$ cat config.mk
export PLATFORM = sky130hd
export DESIGN_NAME = zip_central_directory_parser
export DESIGN_NICKNAME = d
export VERILOG_FILES = /design/src/design/czp_pkg.sv /design/src/design/czp_core.sv /design/src/design/czp_rq.sv /design/src/design/zip_central_directory_parser.sv
export SDC_FILE = /design/constraint.sdc
export NUM_CORES = 1
export LEC_CHECK = 0
export BUFFER_PORTS_ARGS = -buffer_cell sky130_fd_sc_hd__buf_2
export CORE_ASPECT_RATIO = 1.1
export CORE_MARGIN = 4
export CORE_UTILIZATION = 50
export CTS_CLUSTER_SIZE = 8
export DETAILED_ROUTE_END_ITERATION = 10
export PLACE_DENSITY = 0.76
export SYNTH_ARGS = -nofsm -noshare
export SYNTH_HDL_FRONTEND = slang
export SYNTH_SLANG_ARGS = --single-unit
$ cat constraint.sdc
create_clock -name clk -period 30.6 [get_ports clk]
set_input_delay 4.59 -clock clk [delete_from_list [all_inputs] [get_ports clk]]
set_output_delay 4.59 -clock clk [all_outputs]
set_load 0.01 [all_outputs]
$ cat src/design/czp_pkg.sv
package czp_pkg;

  // result kinds
  typedef enum logic [1:0] {
    KIND_NAME   = 2'd0,
    KIND_ENTRY  = 2'd1,
    KIND_BADSIG = 2'd2,
    KIND_DONE   = 2'd3
  } kind_t;

  typedef struct packed {
    kind_t       kind;
    logic [7:0]  name_byte;
    logic        encrypted;
    logic [11:0] year;
    logic [3:0]  month;
    logic [4:0]  day;
    logic [4:0]  hours;
    logic [5:0]  minutes;
    logic [5:0]  seconds;
    logic [15:0] name_length;
    logic        last;
  } res_t;

  localparam logic [11:0] YEAR_BASE = 12'd1980;

  // result queue: four entries, room for two results beyond two held
  localparam int unsigned RQ_DEPTH = 4;
  localparam int unsigned RQ_AW    = $clog2(RQ_DEPTH);

  // central directory signature 0x02014b50, little-endian byte order
  function automatic logic [7:0] sig_byte(input logic [1:0] idx);
    logic [7:0] b;
    unique case (idx)
      2'd0: b = 8'h50;
      2'd1: b = 8'h4B;
      2'd2: b = 8'h01;
      2'd3: b = 8'h02;
      default: b = 8'h00;
    endcase
    return b;
  endfunction

endpackage

$ cat src/design/czp_core.sv
module czp_core (
  input  logic            clk,
  input  logic            rst_n,
  input  logic            take,
  input  logic [7:0]      data_byte,
  input  logic            restart,
  input  logic [15:0]     entry_total,
  output czp_pkg::res_t   res0,
  output czp_pkg::res_t   res1,
  output logic [1:0]      res_cnt
);
  import czp_pkg::*;

  typedef enum logic [2:0] {
    PH_HEADER,
    PH_NAME,
    PH_SKIP,
    PH_ERROR,
    PH_DONE
  } phase_t;

  localparam logic [5:0] OFF_SIG_LAST  = 6'd3;
  localparam logic [5:0] OFF_FLAGS     = 6'd8;
  localparam logic [5:0] OFF_TIME_LO   = 6'd12;
  localparam logic [5:0] OFF_TIME_HI   = 6'd13;
  localparam logic [5:0] OFF_DATE_LO   = 6'd14;
  localparam logic [5:0] OFF_DATE_HI   = 6'd15;
  localparam logic [5:0] OFF_NAME_LO   = 6'd28;
  localparam logic [5:0] OFF_NAME_HI   = 6'd29;
  localparam logic [5:0] OFF_EXTRA_LO  = 6'd30;
  localparam logic [5:0] OFF_EXTRA_HI  = 6'd31;
  localparam logic [5:0] OFF_CMT_LO    = 6'd32;
  localparam logic [5:0] OFF_CMT_HI    = 6'd33;
  localparam logic [5:0] OFF_HDR_LAST  = 6'd45;

  phase_t      phase_r, phase_nxt, c_phase;
  logic [5:0]  off_r, off_nxt, c_off;
  logic        bad_r, bad_nxt, c_bad;
  logic        flags_r, flags_nxt, c_flags;
  logic [15:0] time_r, time_nxt, c_time;
  logic [15:0] date_r, date_nxt, c_date;
  logic [15:0] nlen_r, nlen_nxt, c_nlen;
  logic [15:0] xlen_r, xlen_nxt, c_xlen;
  logic [15:0] clen_r, clen_nxt, c_clen;
  logic [16:0] rem_r, rem_nxt, c_rem;
  logic [15:0] seen_r, seen_nxt, c_seen;

  logic [16:0] rem_dec;
  logic [15:0] seen_inc;
  logic        skip_start;
  logic        fin;
  res_t        entry_res;
  res_t        done_res;
  res_t        res [2];
  logic [1:0]  n;

  // entry record from latched header fields
  always_comb begin
    entry_res             = '0;
    entry_res.kind        = KIND_ENTRY;
    entry_res.encrypted   = c_flags;
    entry_res.year        = 12'(c_date[15:9]) + YEAR_BASE;
    entry_res.month       = c_date[8:5];
    entry_res.day         = c_date[4:0];
    entry_res.hours       = c_time[15:11];
    entry_res.minutes     = c_time[10:5];
    entry_res.seconds     = {c_time[4:0], 1'b0};
    entry_res.name_length = c_nlen;
    done_res              = '0;
    done_res.kind         = KIND_DONE;
  end

  assign rem_dec  = c_rem - 17'((c_rem != 17'd0) ? 1 : 0);
  assign seen_inc = c_seen + 16'((c_seen != 16'hFFFF) ? 1 : 0);

  always_comb begin
    if (restart) begin
      c_phase = PH_HEADER;
      c_off   = '0;
      c_bad   = 1'b0;
      c_flags = 1'b0;
      c_time  = '0;
      c_date  = '0;
      c_nlen  = '0;
      c_xlen  = '0;
      c_clen  = '0;
      c_rem   = '0;
      c_seen  = '0;
    end else begin
      c_phase = phase_r;
      c_off   = off_r;
      c_bad   = bad_r;
      c_flags = flags_r;
      c_time  = time_r;
      c_date  = date_r;
      c_nlen  = nlen_r;
      c_xlen  = xlen_r;
      c_clen  = clen_r;
      c_rem   = rem_r;
      c_seen  = seen_r;
    end

    phase_nxt  = c_phase;
    off_nxt    = c_off;
    bad_nxt    = c_bad;
    flags_nxt  = c_flags;
    time_nxt   = c_time;
    date_nxt   = c_date;
    nlen_nxt   = c_nlen;
    xlen_nxt   = c_xlen;
    clen_nxt   = c_clen;
    rem_nxt    = c_rem;
    seen_nxt   = c_seen;
    res[0]     = '0;
    res[1]     = '0;
    n          = 2'd0;
    skip_start = 1'b0;
    fin        = 1'b0;

    unique case (c_phase)
      PH_HEADER: begin
        if (c_off == '0 && c_seen >= entry_total) begin
          res[0]    = done_res;
          n         = 2'd1;
          phase_nxt = PH_DONE;
        end else if (c_off == OFF_SIG_LAST &&
                     (c_bad || data_byte != sig_byte(c_off[1:0]))) begin
          res[0]      = '0;
          res[0].kind = KIND_BADSIG;
          n           = 2'd1;
          bad_nxt     = 1'b1;
          phase_nxt   = PH_ERROR;
        end else begin
          if (c_off < 6'd4 && data_byte != sig_byte(c_off[1:0])) begin
            bad_nxt = 1'b1;
          end
          unique case (c_off)
            OFF_FLAGS:    flags_nxt       = data_byte[0];
            OFF_TIME_LO:  time_nxt[7:0]   = data_byte;
            OFF_TIME_HI:  time_nxt[15:8]  = data_byte;
            OFF_DATE_LO:  date_nxt[7:0]   = data_byte;
            OFF_DATE_HI:  date_nxt[15:8]  = data_byte;
            OFF_NAME_LO:  nlen_nxt[7:0]   = data_byte;
            OFF_NAME_HI:  nlen_nxt[15:8]  = data_byte;
            OFF_EXTRA_LO: xlen_nxt[7:0]   = data_byte;
            OFF_EXTRA_HI: xlen_nxt[15:8]  = data_byte;
            OFF_CMT_LO:   clen_nxt[7:0]   = data_byte;
            OFF_CMT_HI:   clen_nxt[15:8]  = data_byte;
            default: ;
          endcase
          if (c_off != OFF_HDR_LAST) begin
            off_nxt = c_off + 6'd1;
          end else begin
            off_nxt = '0;
            if (c_nlen != '0) begin
              rem_nxt   = {1'b0, c_nlen};
              phase_nxt = PH_NAME;
            end else begin
              // empty name: record comes on the last header byte
              res[0]     = entry_res;
              n          = 2'd1;
              skip_start = 1'b1;
            end
          end
        end
      end
      PH_NAME: begin
        res[0]           = '0;
        res[0].kind      = KIND_NAME;
        res[0].name_byte = data_byte;
        n                = 2'd1;
        rem_nxt          = rem_dec;
        if (rem_dec == '0) begin
          res[1]     = entry_res;
          n          = 2'd2;
          skip_start = 1'b1;
        end
      end
      PH_SKIP: begin
        rem_nxt = rem_dec;
        if (rem_dec == '0) begin
          fin = 1'b1;
        end
      end
      default: ;
    endcase

    if (skip_start) begin
      rem_nxt = {1'b0, c_xlen} + {1'b0, c_clen};
      if (c_xlen == '0 && c_clen == '0) begin
        fin = 1'b1;
      end else begin
        phase_nxt = PH_SKIP;
      end
    end

    if (fin) begin
      seen_nxt  = seen_inc;
      phase_nxt = PH_HEADER;
      off_nxt   = '0;
      bad_nxt   = 1'b0;
      // done rides along only if this byte has a free result slot
      if (seen_inc >= entry_total && n != 2'd2) begin
        res[n[0]] = done_res;
        n         = n + 2'd1;
        phase_nxt = PH_DONE;
      end
    end

    if (n == 2'd1) begin
      res[0].last = 1'b1;
    end else if (n == 2'd2) begin
      res[1].last = 1'b1;
    end
  end

  assign res0    = res[0];
  assign res1    = res[1];
  assign res_cnt = take ? n : 2'd0;

  always_ff @(posedge clk) begin
    if (!rst_n) begin
      phase_r <= PH_HEADER;
      off_r   <= '0;
      bad_r   <= 1'b0;
      flags_r <= 1'b0;
      time_r  <= '0;
      date_r  <= '0;
      nlen_r  <= '0;
      xlen_r  <= '0;
      clen_r  <= '0;
      rem_r   <= '0;
      seen_r  <= '0;
    end else if (take) begin
      phase_r <= phase_nxt;
      off_r   <= off_nxt;
      bad_r   <= bad_nxt;
      flags_r <= flags_nxt;
      time_r  <= time_nxt;
      date_r  <= date_nxt;
      nlen_r  <= nlen_nxt;
      xlen_r  <= xlen_nxt;
      clen_r  <= clen_nxt;
      rem_r   <= rem_nxt;
      seen_r  <= seen_nxt;
    end
  end

endmodule

$ cat src/design/czp_rq.sv
module czp_rq (
  input  logic            clk,
  input  logic            rst_n,
  input  czp_pkg::res_t   push0,
  input  czp_pkg::res_t   push1,
  input  logic [1:0]      push_cnt,
  output logic            room,
  output logic            out_valid,
  input  logic            out_stall,
  output czp_pkg::res_t   out_res
);
  import czp_pkg::*;

  res_t             mem [RQ_DEPTH];
  logic [RQ_AW-1:0] wr_ptr_r;
  logic [RQ_AW-1:0] rd_ptr_r;
  logic [RQ_AW:0]   cnt_r;
  logic             pop;

  assign out_valid = (cnt_r != '0);
  assign pop       = out_valid && !out_stall;
  assign room      = (cnt_r <= (RQ_AW + 1)'(RQ_DEPTH - 2));
  assign out_res   = mem[rd_ptr_r];

  always_ff @(posedge clk) begin
    if (push_cnt != 2'd0) begin
      mem[wr_ptr_r] <= push0;
    end
    if (push_cnt == 2'd2) begin
      mem[wr_ptr_r + RQ_AW'(1)] <= push1;
    end
  end

  always_ff @(posedge clk) begin
    if (!rst_n) begin
      wr_ptr_r <= '0;
      rd_ptr_r <= '0;
      cnt_r    <= '0;
    end else begin
      wr_ptr_r <= wr_ptr_r + RQ_AW'(push_cnt);
      if (pop) begin
        rd_ptr_r <= rd_ptr_r + RQ_AW'(1);
      end
      cnt_r <= cnt_r + (RQ_AW + 1)'(push_cnt) - (RQ_AW + 1)'(pop);
    end
  end

endmodule

$ cat src/design/zip_central_directory_parser.sv
// channel  direction  handshake          payload
// in       input      in_valid/in_stall  in_data_byte, in_restart
// out      output     out_valid/out_stall out_kind .. out_last (one result per item)
// cfg      input      cfg_valid/cfg_ready cfg_entry_total
//
// one directory byte is taken per cycle while the queue has room; a byte that
// yields two results (last name byte plus entry record) pushes both at once
// path: input register, then parser logic into a four-deep result queue
// reset: rst_n synchronous, active low; clears parser state and entry_total
// in_stall rises when the input register is full and the result queue
// cannot take two more results; out_stall just holds the queue head
module zip_central_directory_parser (
  input  logic        clk,
  input  logic        rst_n,
  // input channel
  input  logic        in_valid,
  output logic        in_stall,
  input  logic [7:0]  in_data_byte,
  input  logic        in_restart,
  // result channel
  output logic        out_valid,
  input  logic        out_stall,
  output logic [1:0]  out_kind,
  output logic [7:0]  out_name_byte,
  output logic        out_encrypted,
  output logic [11:0] out_year,
  output logic [3:0]  out_month,
  output logic [4:0]  out_day,
  output logic [4:0]  out_hours,
  output logic [5:0]  out_minutes,
  output logic [5:0]  out_seconds,
  output logic [15:0] out_name_length,
  output logic        out_last,
  // configuration
  input  logic        cfg_valid,
  output logic        cfg_ready,
  input  logic [15:0] cfg_entry_total
);
  import czp_pkg::*;

  // input register
  logic        in_vld_r;
  logic [7:0]  in_byte_r;
  logic        in_restart_r;
  logic [15:0] entry_total_r;

  logic        room;
  logic        take;
  res_t        res0;
  res_t        res1;
  logic [1:0]  res_cnt;
  res_t        out_res;

  // parser works on the registered byte whenever the queue has room
  assign take      = in_vld_r && room;
  assign in_stall  = in_vld_r && !room;
  assign cfg_ready = 1'b1;

  always_ff @(posedge clk) begin
    if (!rst_n) begin
      in_vld_r      <= 1'b0;
      entry_total_r <= '0;
    end else begin
      if (!in_stall) begin
        in_vld_r <= in_valid;
      end
      if (cfg_valid) begin
        entry_total_r <= cfg_entry_total;
      end
    end
  end

  // payload needs no reset
  always_ff @(posedge clk) begin
    if (in_valid && !in_stall) begin
      in_byte_r    <= in_data_byte;
      in_restart_r <= in_restart;
    end
  end

  czp_core u_core (
    .clk         (clk),
    .rst_n       (rst_n),
    .take        (take),
    .data_byte   (in_byte_r),
    .restart     (in_restart_r),
    .entry_total (entry_total_r),
    .res0        (res0),
    .res1        (res1),
    .res_cnt     (res_cnt)
  );

  czp_rq u_rq (
    .clk       (clk),
    .rst_n     (rst_n),
    .push0     (res0),
    .push1     (res1),
    .push_cnt  (res_cnt),
    .room      (room),
    .out_valid (out_valid),
    .out_stall (out_stall),
    .out_res   (out_res)
  );

  assign out_kind        = out_res.kind;
  assign out_name_byte   = out_res.name_byte;
  assign out_encrypted   = out_res.encrypted;
  assign out_year        = out_res.year;
  assign out_month       = out_res.month;
  assign out_day         = out_res.day;
  assign out_hours       = out_res.hours;
  assign out_minutes     = out_res.minutes;
  assign out_seconds     = out_res.seconds;
  assign out_name_length = out_res.name_length;
  assign out_last        = out_res.last;

endmodule
---- After elaboration in Yosys (flattened, before gate mapping) ----
Memory sizes are Yosys's and may differ from the RTL's. A register that Yosys moved wholly into a read port is not among the register bits.
Cells that the tools add are included.
storage, ports and cells
  register bits after elaboration ......... 157
  bits in writable memories ............... 264
  input bits .............................. 30
  output and inout port bits .............. 69
  word-level logic and storage cells ...... 202
  memories kept ........................... 1
cells by class
  $add $sub $neg .......................... 11
  $lt $le $gt $ge ......................... 6
  equal/unequal tests ..................... 25
  muxes and demuxes ....................... 112
  bitwise logic cells ..................... 4
  reductions and logical operators ........ 25
memories
  memory    words  width  rd ports  clocked after memory_dff  wr ports  line          source
  u_rq.mem  4      66     1         1                         2         czp_rq.sv:14  res_t mem [RQ_DEPTH];
operators with widths
  kind                                                 number
  two-way mux 16 bit                                   22
  two-way mux 66 bit                                   5
  two-way mux 132 bit                                  2
  one-hot mux 66 bit (2 select lines)                  1
  two-way mux 65 bit                                   2
  bitwise AND 128 bit                                  1
  NOT 128 bit                                          1
  two-way mux 8 bit                                    15
  two-way mux 17 bit                                   6
  demux 66 bit (select 1 bit)                          1
  two-way mux 6 bit                                    6
  one-hot mux 17 bit (2 select lines)                  1
  >= comparator 16 bit                                 2
  logical NOT 16 bit                                   2
  one-hot mux 8 bit (4 select lines)                   1
  equality test 6 x 4 -> 1 bit, second input constant  5
  two-way mux 1 bit                                    30
  two-way mux 3 bit                                    10
  equality test 6 x 5 -> 1 bit, second input constant  4
  adder 16 x 16 -> 17 bit                              1
  logical NOT 17 bit                                   1
  nonzero test 17 bit                                  1
  subtractor 17 bit                                    1
  adder 16 bit                                         1
  other kinds (35)                                     61

---- Longest topological paths before layout ----
  word-level depth ........................ 22
  gate-level depth with buffers ........... 33
  mapped depth without buffers ............ 27

---- Cells and area by module ----
Synthesis repeated with hierarchy kept, for this count alone.
unflattened totals
  cells, all modules ...................... 2076
  area total of the unflattened synthesis .. 23946.7 um^2
modules (own cells, without submodules)
  module                        instances  cells each  area an instance (um^2)  sequential area each (um^2)
  czp_rq                        1          692         13178.9                  8107.8
  czp_core                      1          1317        9824.4                   2482.4
  zip_central_directory_parser  1          67          943.4                    610.6

---- Least setup slack after synthesis ----
OpenSTA, ideal clock, no wires.
  path type ............................... register -> register
  start point ............................. reg in_restart_r
  end point ............................... mem u_rq.mem[0][0] (netlist name) (enable)
  setup time .............................. 0.584 ns
  arrival ................................. 10.366 ns
  data required time ...................... 30.016 ns
  slack ................................... 19.649 ns
  cell stages (with the launch flop) ...... 25
  buffers on the path ..................... 10
  period minus slack after synthesis ...... 10.951 ns
  cells stage by stage .................... edfxtp_1 -> clkbuf_1 -> clkbuf_1 -> clkbuf_1 -> buf_1 -> clkbuf_1 -> buf_1 -> clkbuf_1 -> a21oi_1 -> ha_1 -> or4b_1 -> buf_2 -> nor3_1 -> or4b_1 -> a211oi_2 -> nand4_2 -> nor2_1 -> clkbuf_1 -> clkbuf_1 -> ha_1 -> nor2_1 -> and2_0 -> o2111ai_1 -> nand2_1 -> o31ai_1
RTL lines
  what                    line                                source
  from (decl)             zip_central_directory_parser.sv:44  logic in_restart_r;
  from (signal assigned)  zip_central_directory_parser.sv:77  in_restart_r <= in_restart;
  to (decl)               czp_rq.sv:14

==> results.md <==
* Post-CTS sizing at 0
* CTS tree: built
* Period utilisation layout at 0.269
* Die W at 202 µm
* Synth area leaders: edfxtp_1 39%, dfxtp_1 15%, mux4_2 7.1%
* Crit end category: flop
* CP Launch Type: flop
* Flop2flop setup slack at 22370 ps
* Global route total overflow at 0
* Area leader, netlist: edfxtp_1
* Top-area cell type share of the netlist area at 0.392
* Slew headroom at 0.308
* Register bit total from synthesis at 419
* Max incr delay on CP at 920 ps
* Clock root buffer: clkbuf_16
* Buf/Inv on CP at 6
* Port bufs at 96
* Least-Margin Pin Slew at 1040 ps
* Outcome: finished, final reports clean
* Pin count of the biggest net entering global routing at 66
* Routed WL per cell at 21.3 µm
* Routed Antenna Nets at 0
* H-tree lvl count at 2
* Final Instance Area at 0.0233 mm²
* Library cells used by synthesis at 78
* Setup Viol. Count Final at 0
* DR pass1 iterations at 8
* Synth Net Count at 1974
* Setup Crit Path Kind: reg2reg
* Final cell count without fillers at 2506
* Core Area at 0.0405 mm²
* DP Wirelength at 34400 µm
* RSZ-0062 raised after global routing: false
* Slowest-stage cell, CP: nor2_2
* # IOs at 99
* Die area at 0.0445 mm²
* FF+latch area at 0.0111 mm²
* Fin. Hold Viols at 0
* Post-synthesis async set-or-reset flop share at 0
* Fillers at 3237
* Slew Limit Fails at 0
* GRT Total Usage at 0.234
* Most common cell on crit path: buf_4
* Final core utilization at 0.575
* Clock Skew at 24.5 ps
* Cell family with most CP delay: simple AND/OR/NAND/NOR gates
* Syn Std Cell Area at 0.0206 mm²
* PwrDens at 62.0 mW/mm²
* 1st-iter DRT viols at 1563
* Worst Path Arrival at 8460 ps
* P_leak at 0.00825 µW
* Peak VDD IR at 42.4 µV
* Starting density of the core at 0.509
* Vias at 15413
* Maximum clock rate at 121 MHz
* CTS Buffer Depth at 3
* Clock insertion delay at the later pin of the skew report at 620 ps
* Die height at 221 µm
* Hold WC Path Type: reg2reg
* Synth Instances at 1877
* TritonCTS Buffers at 58
* Post-synth top flop: edfxtp_1
* Final min period at 8230 ps
* MaxCap Viol Count at 0
* Vias in the first global route at 15352
* Nets@finish at 2046
* RePlAce Congestion at 0.919
* # diodes at 0
* Post-synth EDFFs at 269
* WL final at 53500 µm
* Cells along the critical path: buf_4 > clkinv_1 > buf_4 > nand2_1 > ha_1 > ha_1 > or3b_2 > o311a_1 > nor4b_1 > nand4_2 > nor2_2 > inv_1 > ha_1 > a41oi_1 > o32a_4 > or3_1 > buf_4 > o31ai_4 > buf_4
* # DRC at 0
* Area Overhead vs Synth at 12.8%
* Multi-input logic area at 0.00899 mm²
* Share of cells above drive strength 1 at 0.141
* Cts-stage hold buffer count at 0
* Clock-pin slew on the worst setup and hold paths at 50 ps
* Clk sinks at 419
* Post-CTS setup buffers at 0
* Critical path fanouts, max at 61
* Setup TNS at 0 ps
* First-pass GRT wire length at 84800 µm
* Cell total after placement at 2402
* Antenna violations before repair at 0
* Cell row count at 77
* Syn Area/Cell at 11.0 µm²
* Worst Path Required at 30830 ps
* Register area share after synthesis at 0.538
* Placed cell areas at 0.0216 mm²
* Syn. warnings at 0
* Avg Vias per Cell at 6.15
registers in the layout, summed over array words and instances, names as in the netlist, named ones only:
register / flops
u_core.phase_r: 3
u_core.time_r: 16
entry_total_r: 16
u_rq.mem: 260
in_vld_r: 1
in_restart_r: 1
u_core.date_r: 16
u_core.rem_r: 17
u_core.flags_r: 1
u_core.nlen_r: 16
u_core.clen_r: 16
u_core.off_r: 6
u_rq.rd_ptr_r: 2
u_core.bad_r: 1
u_core.xlen_r: 16
in_byte_r: 8
u_rq.wr_ptr_r: 2
u_core.seen_r: 16
u_rq.cnt_r: 3
per-layer routing:
metal / track usage / vias to the layer above / share of wire
li1: - / 7090 / -
met1: 0.308 / 7582 / 0.41
met2: 0.400 / 631 / 0.50
met3: 0.0357 / 110 / 0.068
met4: 0.0759 / 0 / 0.027
met5: 0 / - / 0
report_power, final:
group          internal (µW)  switching (µW)  total (µW)  leakage (µW)
clock                    356             238         594      0.000801
sequential               607            20.9         628       0.00376
combinational           99.0             121         220       0.00369
total                   1060             380        1440       0.00825
area by class of cell:
class                   count  share of cell area
inverters                  44             0.00710
clock buffers             101              0.0698
clock inverters             3             0.00328
multi-input cells        1305               0.387
well taps                 513              0.0276
flip-flops and latches    419               0.477
repair buffers            121              0.0287
worst register-to-register path: stages (launching register included):
cell	delay [ps]
edfxtp_1	320
buf_4	500
clkinv_1	150
buf_4	350
nand2_1	180
ha_1	350
ha_1	540
or3b_2	540
o311a_1	310
nor4b_1	440
nand4_2	400
nor2_2	920
inv_1	220
ha_1	440
a41oi_1	150
o32a_4	400
or3_1	380
buf_4	250
o31ai_4	170
buf_4	740
worst paths after layout:
path | endpoint | start | cells past startpoint
setup reg to reg | u_rq.mem[0][30] | in_restart_r | 19
hold reg to reg | u_core.time_r[13] | u_core.time_r[13] | 1
hold / removal | u_core.time_r[13] | u_core.time_r[13] | 1
setup / recovery | u_rq.mem[0][30] | in_restart_r | 19
kinds of logic (layout without fill, tap and decap cells):
| group | count (synthesis) | after routing | share of synthesized area |
|---|---|---|---|
| xor gates and xnor gates | 39 | 39 | 0.0166 |
| buffers and inverters | 153 | 269 | 0.0311 |
| muxes | 93 | 93 | 0.0848 |
| and+or+nand+nor | 742 | 742 | 0.169 |
| DFF | 419 | 419 | 0.538 |
| AOI/OAI and AO/OA | 362 | 362 | 0.119 |
| adders and majority gates | 67 | 67 | 0.0414 |
| other | 2 | 2 | 0.000364 |
synth_stat cells (15+ instances only):
cell	instances
dfxtp_1	150
o21ai_0	70
nor3_1	25
o21a_1	15
mux2i_1	25
xnor2_1	23
nor2_1	308
nor2b_1	71
a21oi_1	80
nor4_1	18
edfxtp_1	269
and3_1	35
clkbuf_1	75
xor2_1	16
nand4_1	15
o2bb2ai_1	64
mux4_2	65
and2_1	19
nand3_1	45
nand2_1	158
o22ai_1	23
ha_1	65
inv_1	41
metrics by stage:
step	hold slack, ps	power, µW	worst slack [ps]
after detailed placement	450	861	22530
after global placement	444	858	22770
after CTS	464	1450	22490
after floorplan	425	790	19650
after global routing	478	1500	21900
final	463	1440	22370
placed cells by master (no fill, tap or decap), types with 7 or more instances in the layout:
master,count
inv_1,41
mux2i_1,21
clkbuf_1,42
nor3_1,25
o2bb2ai_1,64
o22ai_1,23
dfxtp_1,148
nor4_1,18
o21ai_0,68
a31oi_1,10
nand3_1,45
and3_1,35
edfxtp_1,269
nand2_1,158
nor2b_1,71
o21a_1,15
clkbuf_16,58
and2_1,19
nor2_1,306
mux4_2,65
xnor2_1,23
nand4_1,15
o21ai_1,10
or3_1,7
buf_4,25
a21oi_1,80
a211oi_1,13
xor2_1,16
nand2b_1,10
buf_2,96
ha_1,65
(Power assumes the default switching activity.)
